[config.mk]
export PLATFORM = sky130hd
export DESIGN_NAME = kmst_front
export DESIGN_NICKNAME = d
export VERILOG_FILES = /design/src/sv/assert_macros.svh /design/src/sv/kmst_pkg.sv /design/src/sv/kmst_front.sv
export SDC_FILE = /design/constraint.sdc
export NUM_CORES = 1
export LEC_CHECK = 0
export BUFFER_PORTS_ARGS = -buffer_cell sky130_fd_sc_hd__buf_2
export CORE_UTILIZATION = 50
export DETAILED_ROUTE_END_ITERATION = 10
export PLACE_DENSITY = 0.85
export SETUP_SLACK_MARGIN = 0.05
export SYNTH_ARGS = -nofsm -noshare
export SYNTH_HDL_FRONTEND = slang
export SYNTH_SLANG_ARGS = --single-unit
[constraint.sdc]
create_clock -name clk -period 3.45 [get_ports clk]
set_input_delay 0.69 -clock clk [delete_from_list [all_inputs] [get_ports clk]]
set_output_delay 0.69 -clock clk [all_outputs]
set_load 0.01 [all_outputs]
[src/sv/assert_macros.svh]
// Assertion macros for the RTL modules (included by kmst_back).
`ifndef ASSERT_MACROS_SVH
`define ASSERT_MACROS_SVH

// Property must hold at every rising clock edge outside reset.
`define ASSERT_PROP(lbl, prop) \
  lbl: assert property (@(posedge clk) disable iff (!rst_n) prop) \
    else $error("assertion failed");

// Expression must never be true outside reset.
`define ASSERT_NEVER(lbl, expr) \
  lbl: assert property (@(posedge clk) disable iff (!rst_n) !(expr)) \
    else $error("forbidden condition seen");

`endif

[src/sv/kmst_pkg.sv]
// Types and constants for the union-find spanning tree block.
`timescale 1ns / 1ps
package kmst_pkg;
  localparam int MAX_NODES_DEF  = 1024;
  localparam int NODE_FIELD_W   = 10;
  localparam int WEIGHT_W       = 20;
  localparam int COUNT_W        = 11;
  localparam int COST_W         = 32;
  localparam int RANK_W         = 4;
  localparam logic [RANK_W-1:0] RANK_MAX = 4'd15;
  localparam logic [COUNT_W-1:0] NODE_COUNT_RST = 11'd1024;
  localparam int IN_TDATA_W     = 40;
  localparam int OUT_TDATA_W    = 40;
  localparam int CFG_ADDR_W     = 3;
  localparam logic REG_NODE_COUNT = 1'b0;

  typedef struct packed {
    logic                    start;
    logic                    in_range;
    logic [NODE_FIELD_W-1:0] node_a;
    logic [NODE_FIELD_W-1:0] node_b;
    logic [WEIGHT_W-1:0]     weight;
  } cmd_t;
endpackage

[src/sv/kmst_front.sv]
// Input side: classifies edge requests and queues them for the back end.
`timescale 1ns / 1ps
module kmst_front import kmst_pkg::*; (
  input  logic                  clk,
  input  logic                  rst_n,
  input  logic [COUNT_W-1:0]    eff_n,
  input  logic                  in_tvalid,
  output logic                  in_tready,
  input  logic [IN_TDATA_W-1:0] in_tdata,  // node_a, node_b, weight
  input  logic                  in_tuser,  // start_graph
  output logic                  q_valid,
  output cmd_t                  q_cmd,
  input  logic                  q_pop
);
  cmd_t       slot_r [2];
  logic       wptr_r, rptr_r;
  logic [1:0] cnt_r;
  cmd_t       cmd_in;
  logic       push;

  always_comb begin
    cmd_in.start    = in_tuser;
    cmd_in.node_a   = in_tdata[9:0];
    cmd_in.node_b   = in_tdata[19:10];
    cmd_in.weight   = in_tdata[39:20];
    cmd_in.in_range = ({1'b0, in_tdata[9:0]} < eff_n) && ({1'b0, in_tdata[19:10]} < eff_n);
  end

  assign in_tready = (cnt_r != 2'd2);
  assign push      = in_tvalid && in_tready;
  assign q_valid   = (cnt_r != 2'd0);
  assign q_cmd     = slot_r[rptr_r];

  always_ff @(posedge clk) begin
    if (push) begin
      slot_r[wptr_r] <= cmd_in;
    end
  end

  always_ff @(posedge clk) begin
    if (!rst_n) begin
      wptr_r <= 1'b0;
      rptr_r <= 1'b0;
      cnt_r  <= 2'd0;
    end else begin
      if (push) wptr_r <= ~wptr_r;
      if (q_pop) rptr_r <= ~rptr_r;
      cnt_r <= cnt_r + {1'b0, push} - {1'b0, q_pop};
    end
  end
endmodule

## After elaboration in Yosys (flattened, before gate mapping)

Memories as Yosys holds them, arrays and structs flattened. A register that Yosys moved wholly into a read port is not among the register bits.
Cells that the tools add are included.
W data, S select, Z words.

- Flip-flop bits (word level): 4
- Bits in writable memories: 84
- Bits of input ports: 56
- Output and inout bits: 44
- Logic and storage cells: 18
- Memories kept: 1

Memories:

| name | depth | bits a word | rd ports | clocked after memory_dff | write ports | RTL line | source |
|---|---|---|---|---|---|---|---|
| slot_r | 2 | 42 | 1 | 1 | 1 | kmst_front.sv:15 | `cmd_t slot_r [2];` |

- Add/subtract/negate cells: 2
- Order comparisons: 2
- Equality and inequality tests: 1
- Muxes and demuxes: 4
- Bitwise gates (word level): 2
- Reductions and logical operators: 3

Operator list:

| cell | number |
|---|---|
| $lt A10 B11 Y1 | 2 |
| $mux W1 | 4 |
| $add A2 B1 Y2 | 1 |
| $logic_and A1 B1 Y1 | 2 |
| $ne A2 B2 Y1 const B | 1 |
| $not A1 Y1 | 2 |
| $reduce_bool A2 Y1 | 1 |
| $sub A2 B1 Y2 | 1 |

## Logic depth before layout (Yosys ltp)

Gate-level depths: netlist (run 1).

- Depth in word-level cells: 4
- Depth in mapped cells: 8
- Gate-level depth less buffers: 8

## Worst setup path before layout (run 1)

Ideal clock, no wire load.

- Kind: input -> register
- Start point: input in_tvalid
- End point: memory slot_r[0][0] (netlist bit), enable pin
- Library setup time: 0.443 ns
- Arrival: 2.562 ns
- Required time: 3.007 ns
- Slack: 0.446 ns
- Cell stages on the path: 2
- Buffers on the path: 0
- Path through: nand2_1 > nor2_1

- Word-level cells in the longest chain between the ends: 3

Ends and longest elaborated chain:

| what | RTL line | source |
|---|---|---|
| start, declared | kmst_front.sv:7 | `input logic in_tvalid,` |
| $logic_and A1 B1 Y1 | kmst_front.sv:30 | `assign push = in_tvalid && in_tready;` |
| $mux W1 | kmst_front.sv:35 | `if (push) begin` |
| $mux W1 (not written as such) | kmst_front.sv:36 | `slot_r[wptr_r] <= cmd_in;` |
| end, declared | kmst_front.sv:15 |  |

No other way between the ends.

==> results of run 1 <==
-- layer usage --
layer | GRT usage (%) | vias up
met3 | 3.77 | 10
met5 | 0 | -
li1 | - | 1010
met1 | 19.4 | 997
met4 | 8.35 | 0
met2 | 31.4 | 81
-- report_power, final --
part           internal (mW)  leakage, nW  switching (mW)
combinational          0.221        0.865           0.267
sequential              1.35        0.825          0.0416
clock                  0.340       0.0979           0.365
total                   1.91         1.79           0.673
-- path summary, 6_finish.rpt --
check	from	endpoint	slack, ps	depth (start not counted)
setup / recovery	register	q_cmd[9]	930	3
hold reg to reg	rptr_r	rptr_r	590	2
setup reg to reg	cnt_r[0]	slot_r[0][26]	1600	4
hold / removal	in_tdata[25]	slot_r[0][5]	530	1
-- area by class of cell --
cell class | instances | area (sq um)
Clock buffer | 9 | 124
Inverter | 10 | 37.5
Fill cell | 527 | 2450
Timing Repair Buffer | 101 | 510
Tap cell | 96 | 120
Multi-Input combinational cell | 102 | 997
Clock inverter | 7 | 76.3
Sequential cell | 89 | 2620
-- worst max-delay path, cell delays in order (launching register included) --
cell and delay, ps:
sky130_fd_sc_hd__dfxtp_2 490, sky130_fd_sc_hd__buf_4 450, sky130_fd_sc_hd__mux2_2 400, sky130_fd_sc_hd__buf_2 140
-- metrics by stage --
step | area [sq um] | util [%] | power (mW)
final | 4490 | 64.6 | 2.59
after global routing | 4490 | 64.6 | 2.70
after CTS | 4490 | 64.6 | 2.61
after detailed placement | 4290 | 61.8 | 1.92
after global placement | 4290 | 61.8 | 1.89
after floorplan | 3670 | - | 1.71
-- cell families (layout without fill, tap and decap cells) --
| kind of cell | after synthesis | after routing | share of synthesized area (%) |
|---|---|---|---|
| and+or+nand+nor | 23 | 23 | 3.68 |
| muxes | 42 | 42 | 12.9 |
| adders and majority gates | 20 | 20 | 6.81 |
| AOI/OAI and AO/OA | 14 | 14 | 2.83 |
| buffers and inverters | 15 | 127 | 1.70 |
| xor gates and xnor gates | 3 | 3 | 0.715 |
| DFF | 89 | 89 | 71.4 |
-- cells in the final DEF (no fill, tap or decap), drive strengths merged, types with 2 or more instances in the layout --
cell type  instances
buf              101
edfxtp            84
mux2              42
ha                20
inv               12
clkbuf             9
and2               5
dfxtp              5
nor2               4
nand2b             3
nand2              3
a21oi              3
a211oi             3
o21ai              3
clkinv             3
and4b              2
xnor2              2
-- state kept, by name, summed over array words and instances, names as in the netlist, named ones only --
name    cells
wptr_r      1
rptr_r      1
slot_r     84
cnt_r       2
==> results by group, run 1 <==
Outcome
  – Result of the run: finished, final reports clean

Worst setup path
  – Critical path arrival: 1830 ps
  – Worst setup EP type: primary output
  – Startpoint type of the worst setup path: register
  – Maximum fanout count along the critical path: 32
  – Required time at the worst-slack endpoint: 2760 ps
  – WS Path Type: register to primary output

Clock network
  – Clock-pin slew of the registers on the worst-case setup and hold paths: 90 ps
  – PostCTS Resize Cnt: 0
  – Hold-fix buffers, CTS: 0
  – Worst-skew pair later-pin latency: 340 ps
  – H-tree levels: 3
  – Number of buffers inserted during clock tree synthesis: 9
  – Clock Sinks: 89
  – Number of buffers on the longest clock path: 2
  – Root buffer cell: sky130_fd_sc_hd__clkbuf_8
  – Setup bufs post-CTS: 0
  – CTS tree: done

Synth
  – Most used standard cells in the synthesized netlist: sky130_fd_sc_hd__edfxtp_1 (84), sky130_fd_sc_hd__mux2_2 (42), sky130_fd_sc_hd__ha_1 (20)
  – Main flop type after synthesis: sky130_fd_sc_hd__edfxtp_1
  – Share of synthesized registers carrying an async set or reset: 0%
  – Largest area contributor in the netlist: sky130_fd_sc_hd__edfxtp_1
  – Cell count after synthesis: 206
  – Count of cell types in the netlist: 30
  – Warnings, synthesis: 0
  – Register bit total from synthesis: 89
  – Net count after synthesis: 282
  – Leading cell types by total area after synthesis: sky130_fd_sc_hd__edfxtp_1 (69%), sky130_fd_sc_hd__mux2_2 (13%), sky130_fd_sc_hd__ha_1 (6.8%)
  – EDFF count, synth: 84
  – Post-Synthesis Cell Area: 3670 sq um
  – Sequential element share of the synthesized area: 71.4%
  – Post-synth top area share: 68.7%
  – Cell with the most instances after synthesis: sky130_fd_sc_hd__edfxtp_1
  – Synth Area per Inst: 17.8 sq um

Route
  – Routed wl met2: 3.24 mm
  – Detailed Route WL: 6.42 mm
  – Vias/cell: 5.07
  – Residual antenna-violating net count after detailed routing: 0
  – Post-detailed-route DRC marker count: 0
  – Drt initial violations: 68
  – Detail Route met3 WL: 381 microns
  – Total number of vias: 2,098
  – Number of detailed-routing iterations run before antenna repair: 4
  – Max Used Layer: met4
  – Detailed-route wire length per cell: 15.5 microns
  – Met1 layer wirelength in the final routing: 2.70 mm

Floorplan
  – I/O pin count: 100
  – Die outline height: 87.7 microns
  – Die area: 7690 sq um
  – Overall die width: 87.7 microns
  – Cell row count: 30
  – Initial Util: 52.9%
  – Core Box Area: 6940 sq um

Global routing
  – Number of antenna violations at the first check in global routing: 0
  – Wire length of the first global-routing pass: 9.63 mm
  – Largest net degree at the start of global routing: 43
  – Number of global-route vias before repair: 2,102
  – GRT Residual Overflow: 0
  – Combined global-route utilization of all metal layers: 17.4%

STA
  – Share of the clock period used by the worst path after layout: 73.0%
  – Layout Skew: 9.84 ps
  – Final-report hold violation count: 0
  – Setup repair after global routing missed its margin: no
  – Max-slew violations: 0
  – Setup tns final: 0 ps
  – Relative slew slack: 33.7%
  – Post-route worst hold slack: 526 ps
  – Count of endpoints failing setup in the final report: 0
  – Highest achievable clock rate: 397 MHz
  – Final worst setup slack: 931 ps
  – Min Clock Period, post-route: 2520 ps
  – Least-Margin Pin Slew: 994 ps

Placed design
  – Routability congestion estimate from global placement: 0.742
  – Instance count after placement with tap cells included: 398
  – Estimated wirelength of the detail-placed design: 4.60 mm
  – Number of port buffers: 99
  – Placement-stage worst setup slack: 1280 ps

Power
  – Leakage power of the design: 1.79 nW
  – Ratio of total power to cell area: 576 nW/um^2
  – Peak VDD IR: 275 uV

Worst hold path
  – Hold/Removal Path Class: input port to register

Cells and area
  – Final cell count without fillers: 414
  – Area added between synthesis and finish: 22.2%
  – Share of layout cells above drive strength 1: 51.9%
  – Nets: 389
  – ANT cells: 0

Job
  – Count of maximum capacitance violations: 0
Power figures use the tool's default switching activity.
==> run 2, diff against run 1 <==
Settings changed: ABC_AREA from default to 1, CORE_UTILIZATION 50 to 48, PLACE_DENSITY 0.85 to 0.84.
Clock period 3.45 ns to 2.2 ns, I/O delays scaled along.
==> results by group, run 2 <==
Floorplan
  – Cell row count: 32 (+6.7%)
  – Die outline height: 92.6 microns (+5.5%)
  – Die area: 8570 sq um (+11%)
  – I/O pin count: 100 (unchanged)
  – Initial Util: 50.2% (-2.7 points)
  – Overall die width: 92.6 microns (+5.5%)
  – Core Box Area: 7850 sq um (+13%)

Power
  – Ratio of total power to cell area: 827 nW/um^2 (+44%)
  – Peak VDD IR: 285 uV (+3.6%)
  – Leakage power of the design: 2.07 nW (+16%)

Cells and area
  – Share of layout cells above drive strength 1: 46.3% (-5.5 points)
  – Sequential standard cell area: 2620 sq um (unchanged)
  – Nets: 427 (+9.8%)
  – Core occupancy in the finished layout: 60.3% (-4.3 points)
  – Final-layout fill cell count: 628 (+19%)
  – Flip-flop count of the largest register, all copies and words added: 84 (unchanged)
  – Multi-input logic area: 1140 sq um (+14%)
  – Top register by number of flip-flops: slot_r
  – Largest registers ranked by flip-flop count: slot_r (84), cnt_r (2)
  – Most common cell after layout, fill and taps aside: sky130_fd_sc_hd__buf_2
  – Commonest non-fill, non-tap cells in the layout: sky130_fd_sc_hd__buf_2 (99), sky130_fd_sc_hd__edfxtp_1 (84), sky130_fd_sc_hd__mux2_4 (40)
  – ANT cells: 0 (unchanged)
  – Area added between synthesis and finish: 20.3%

STA
  – Min Clock Period, post-route: 1900 ps
  – Layout Skew: 8.73 ps (-1.11 ps)
  – Relative slew slack: 71.5% (+38 points)
  – Final-report hold violation count: 0 (unchanged)
  – Count of endpoints failing setup in the final report: 0 (unchanged)
  – Setup repair after global routing missed its margin: no
  – Least-Margin Pin Slew: 428 ps (-567 ps)
  – Max-slew violations: 0 (unchanged)
  – Setup tns final: 0 ps (unchanged)
  – Highest achievable clock rate: 527 MHz
  – Share of the clock period used by the worst path after layout: 86.3%

Worst setup path
  – Critical path arrival: 1460 ps (-370 ps)
  – Cell-by-cell listing of the critical path: buf_12, mux2_4, buf_2
  – WS Path Type: register to primary output
  – Worst setup EP type: primary output
  – Worst reg2reg setup slack: 590 ps (-1010 ps)
  – Crit path max-delay cell type: sky130_fd_sc_hd__dfxtp_2
  – Required time at the worst-slack endpoint: 1760 ps (-1000 ps)
  – Maximum fanout count along the critical path: 31 (-3.1%)
  – Reg2reg path depth: 9 (+5)
  – Longest individual stage delay on the worst path: 360 ps (-130 ps)
  – Origin of the critical flop-to-flop path: cnt_r[0]
  – Terminus of the critical flop-to-flop path: cnt_r[1]
  – Startpoint type of the worst setup path: register
  – Critical path destination: q_cmd[31]

Route
  – Post-detailed-route DRC marker count: 0 (unchanged)
  – Detailed-route wire length per cell: 14.5 microns (-6.7%)
  – Total number of vias: 2,222 (+5.9%)
  – Vias/cell: 4.85 (-4.3%)
  – Drt initial violations: 62 (-8.8%)
  – Residual antenna-violating net count after detailed routing: 0 (unchanged)
  – Detailed Route WL: 6.62 mm (+3.2%)
  – Number of detailed-routing iterations run before antenna repair: 4 (unchanged)

Placed design
  – Routability congestion estimate from global placement: 0.868 (+17%)
  – Estimated wirelength of the detail-placed design: 4.82 mm (+4.7%)
  – Number of port buffers: 99 (unchanged)

Outcome
  – Result of the run: finished, final reports clean

Synth
  – Warnings, synthesis: 0 (unchanged)
  – Most used standard cells in the synthesized netlist: sky130_fd_sc_hd__edfxtp_1 (84), sky130_fd_sc_hd__mux2_4 (40), sky130_fd_sc_hd__nand2_1 (29)
  – Post-synth top area share: 64.1% (-4.6 points)
  – EDFF count, synth: 84 (unchanged)
  – Count of cell types in the netlist: 16 (-47%)
  – Post-Synthesis Cell Area: 3940 sq um (+7.2%)
  – Leading cell types by total area after synthesis: sky130_fd_sc_hd__edfxtp_1 (64%), sky130_fd_sc_hd__mux2_4 (15%), sky130_fd_sc_hd__ha_1 (6.4%)
  – Cell count after synthesis: 240 (+17%)
  – Largest area contributor in the netlist: sky130_fd_sc_hd__edfxtp_1
  – Sequential element share of the synthesized area: 66.6% (-4.8 points)
  – Main flop type after synthesis: sky130_fd_sc_hd__edfxtp_1
  – Register bit total from synthesis: 89 (unchanged)
  – Synth Area per Inst: 16.4 sq um (-8.0%)
  – Net count after synthesis: 316 (+12%)
  – Cell with the most instances after synthesis: sky130_fd_sc_hd__edfxtp_1
  – Share of synthesized registers carrying an async set or reset: 0% (unchanged)

Clock network
  – Number of buffers on the longest clock path: 2 (unchanged)
  – PostCTS Resize Cnt: 0 (unchanged)
  – Number of buffers inserted during clock tree synthesis: 9 (unchanged)
  – Worst-skew pair later-pin latency: 350 ps (about the same)
  – Clock Sinks: 89 (unchanged)
  – H-tree levels: 3 (unchanged)
  – Setup bufs post-CTS: 0 (unchanged)
  – Root buffer cell: sky130_fd_sc_hd__clkbuf_8
  – CTS tree: done
  – Hold-fix buffers, CTS: 0 (unchanged)
  – Clock-pin slew of the registers on the worst-case setup and hold paths: 90 ps (about the same)

Global routing
  – Combined global-route utilization of all metal layers: 16.6% (-0.75 points)
  – GRT Residual Overflow: 0 (unchanged)
  – Largest net degree at the start of global routing: 32 (-26%)
  – Number of antenna violations at the first check in global routing: 0 (unchanged)
  – Wire length of the first global-routing pass: 10.6 mm (+10%)
  – Number of global-route vias before repair: 2,295 (+9.2%)

Worst hold path
  – Hold path start: in_tdata[29]
  – Hold/Removal Path Class: input port to register

Job
  – Count of maximum capacitance violations: 0 (unchanged)
run 2: cell types whose count changed in the layout (fill, tap and decap cells not counted), sizes merged, moves of 2 or more:
cell / delta
nand2b: -3
and4b: -2
nand2: +26
a21oi: +4
inv: +17
buf: +4
and2: -5
nor2: +5
a211oi: -3
nand3: +5
run 2: final cells by class:
cell class                      instances  area share, %
Timing Repair Buffer                  105           11.7
Clock buffer                            9           2.62
Multi-Input combinational cell        119           24.0
Tap cell                              102           2.70
Clock inverter                          7           1.45
Inverter                               27           2.14
Sequential cell                        89           55.4
run 2: worst min path at each step:
| stage | end | slack (ps) | cells past startpoint |
|---|---|---|---|
| after global routing | slot_r[1][9] | 240 | 1 |
| final | slot_r[0][9] | 270 | 1 |
| after floorplan | cnt_r[1] | 460 | 2 |
| after CTS | slot_r[0][9] | 250 | 1 |
| after global placement | cnt_r[1] | 470 | 2 |
| after detailed placement | cnt_r[1] | 500 | 2 |
run 2: stage by stage:
stage / setup slack [ps] / hold WS [ps] / total power, mW / cells / area (sq um)
6_report: 301 / 271 / 3.92 / 458 / 4730
5_1_grt: 244 / 243 / 4.10 / 458 / 4730
4_1_cts: 256 / 254 / 3.95 / 458 / 4730
3_5_place_dp: 524 / 505 / 2.87 / 442 / 4540
3_3_place_gp: 577 / 470 / 2.84 / 442 / 4540
2_1_floorplan: 51.0 / 458 / 2.61 / 240 / 3940
run 2: logic make-up after synthesis:
logic type	after synthesis	share of synthesized area (%)
AO/OA/AOI/OAI	9	1.14
AND/OR/NAND/NOR	46	4.70
buffers and inverters	32	4.90
XOR/XNOR	2	0.445
multiplexers	42	15.8
adder cells (fa/ha/maj)	20	6.36
flip-flops	89	66.6
run 2: metal layers:
| layer | track usage [%] | vias to the layer above | wire length [microns] | share of wire (%) |
|---|---|---|---|---|
| met2 | 27.8 | 82 | 3230 | 49 |
| li1 | - | 1086 | - | - |
| met1 | 20.4 | 1041 | 2890 | 44 |
| met5 | 0 | - | 0 | 0 |
| met3 | 3.94 | 13 | 373 | 5.6 |
| met4 | 7.68 | 0 | 125 | 1.9 |
run 2: critical path, delay by kind of cell, from the launching register on:
kind     cells  cell delay (ps)
buf+inv      2              370
mux          1              340
flops        1              360
run 2: where the power goes:
group          leakage [nW]  total [mW]  internal [mW]  switching (mW)
clock                0.0974        1.10          0.525           0.572
combinational          1.15       0.729          0.356           0.373
sequential            0.824        2.09           2.05          0.0457
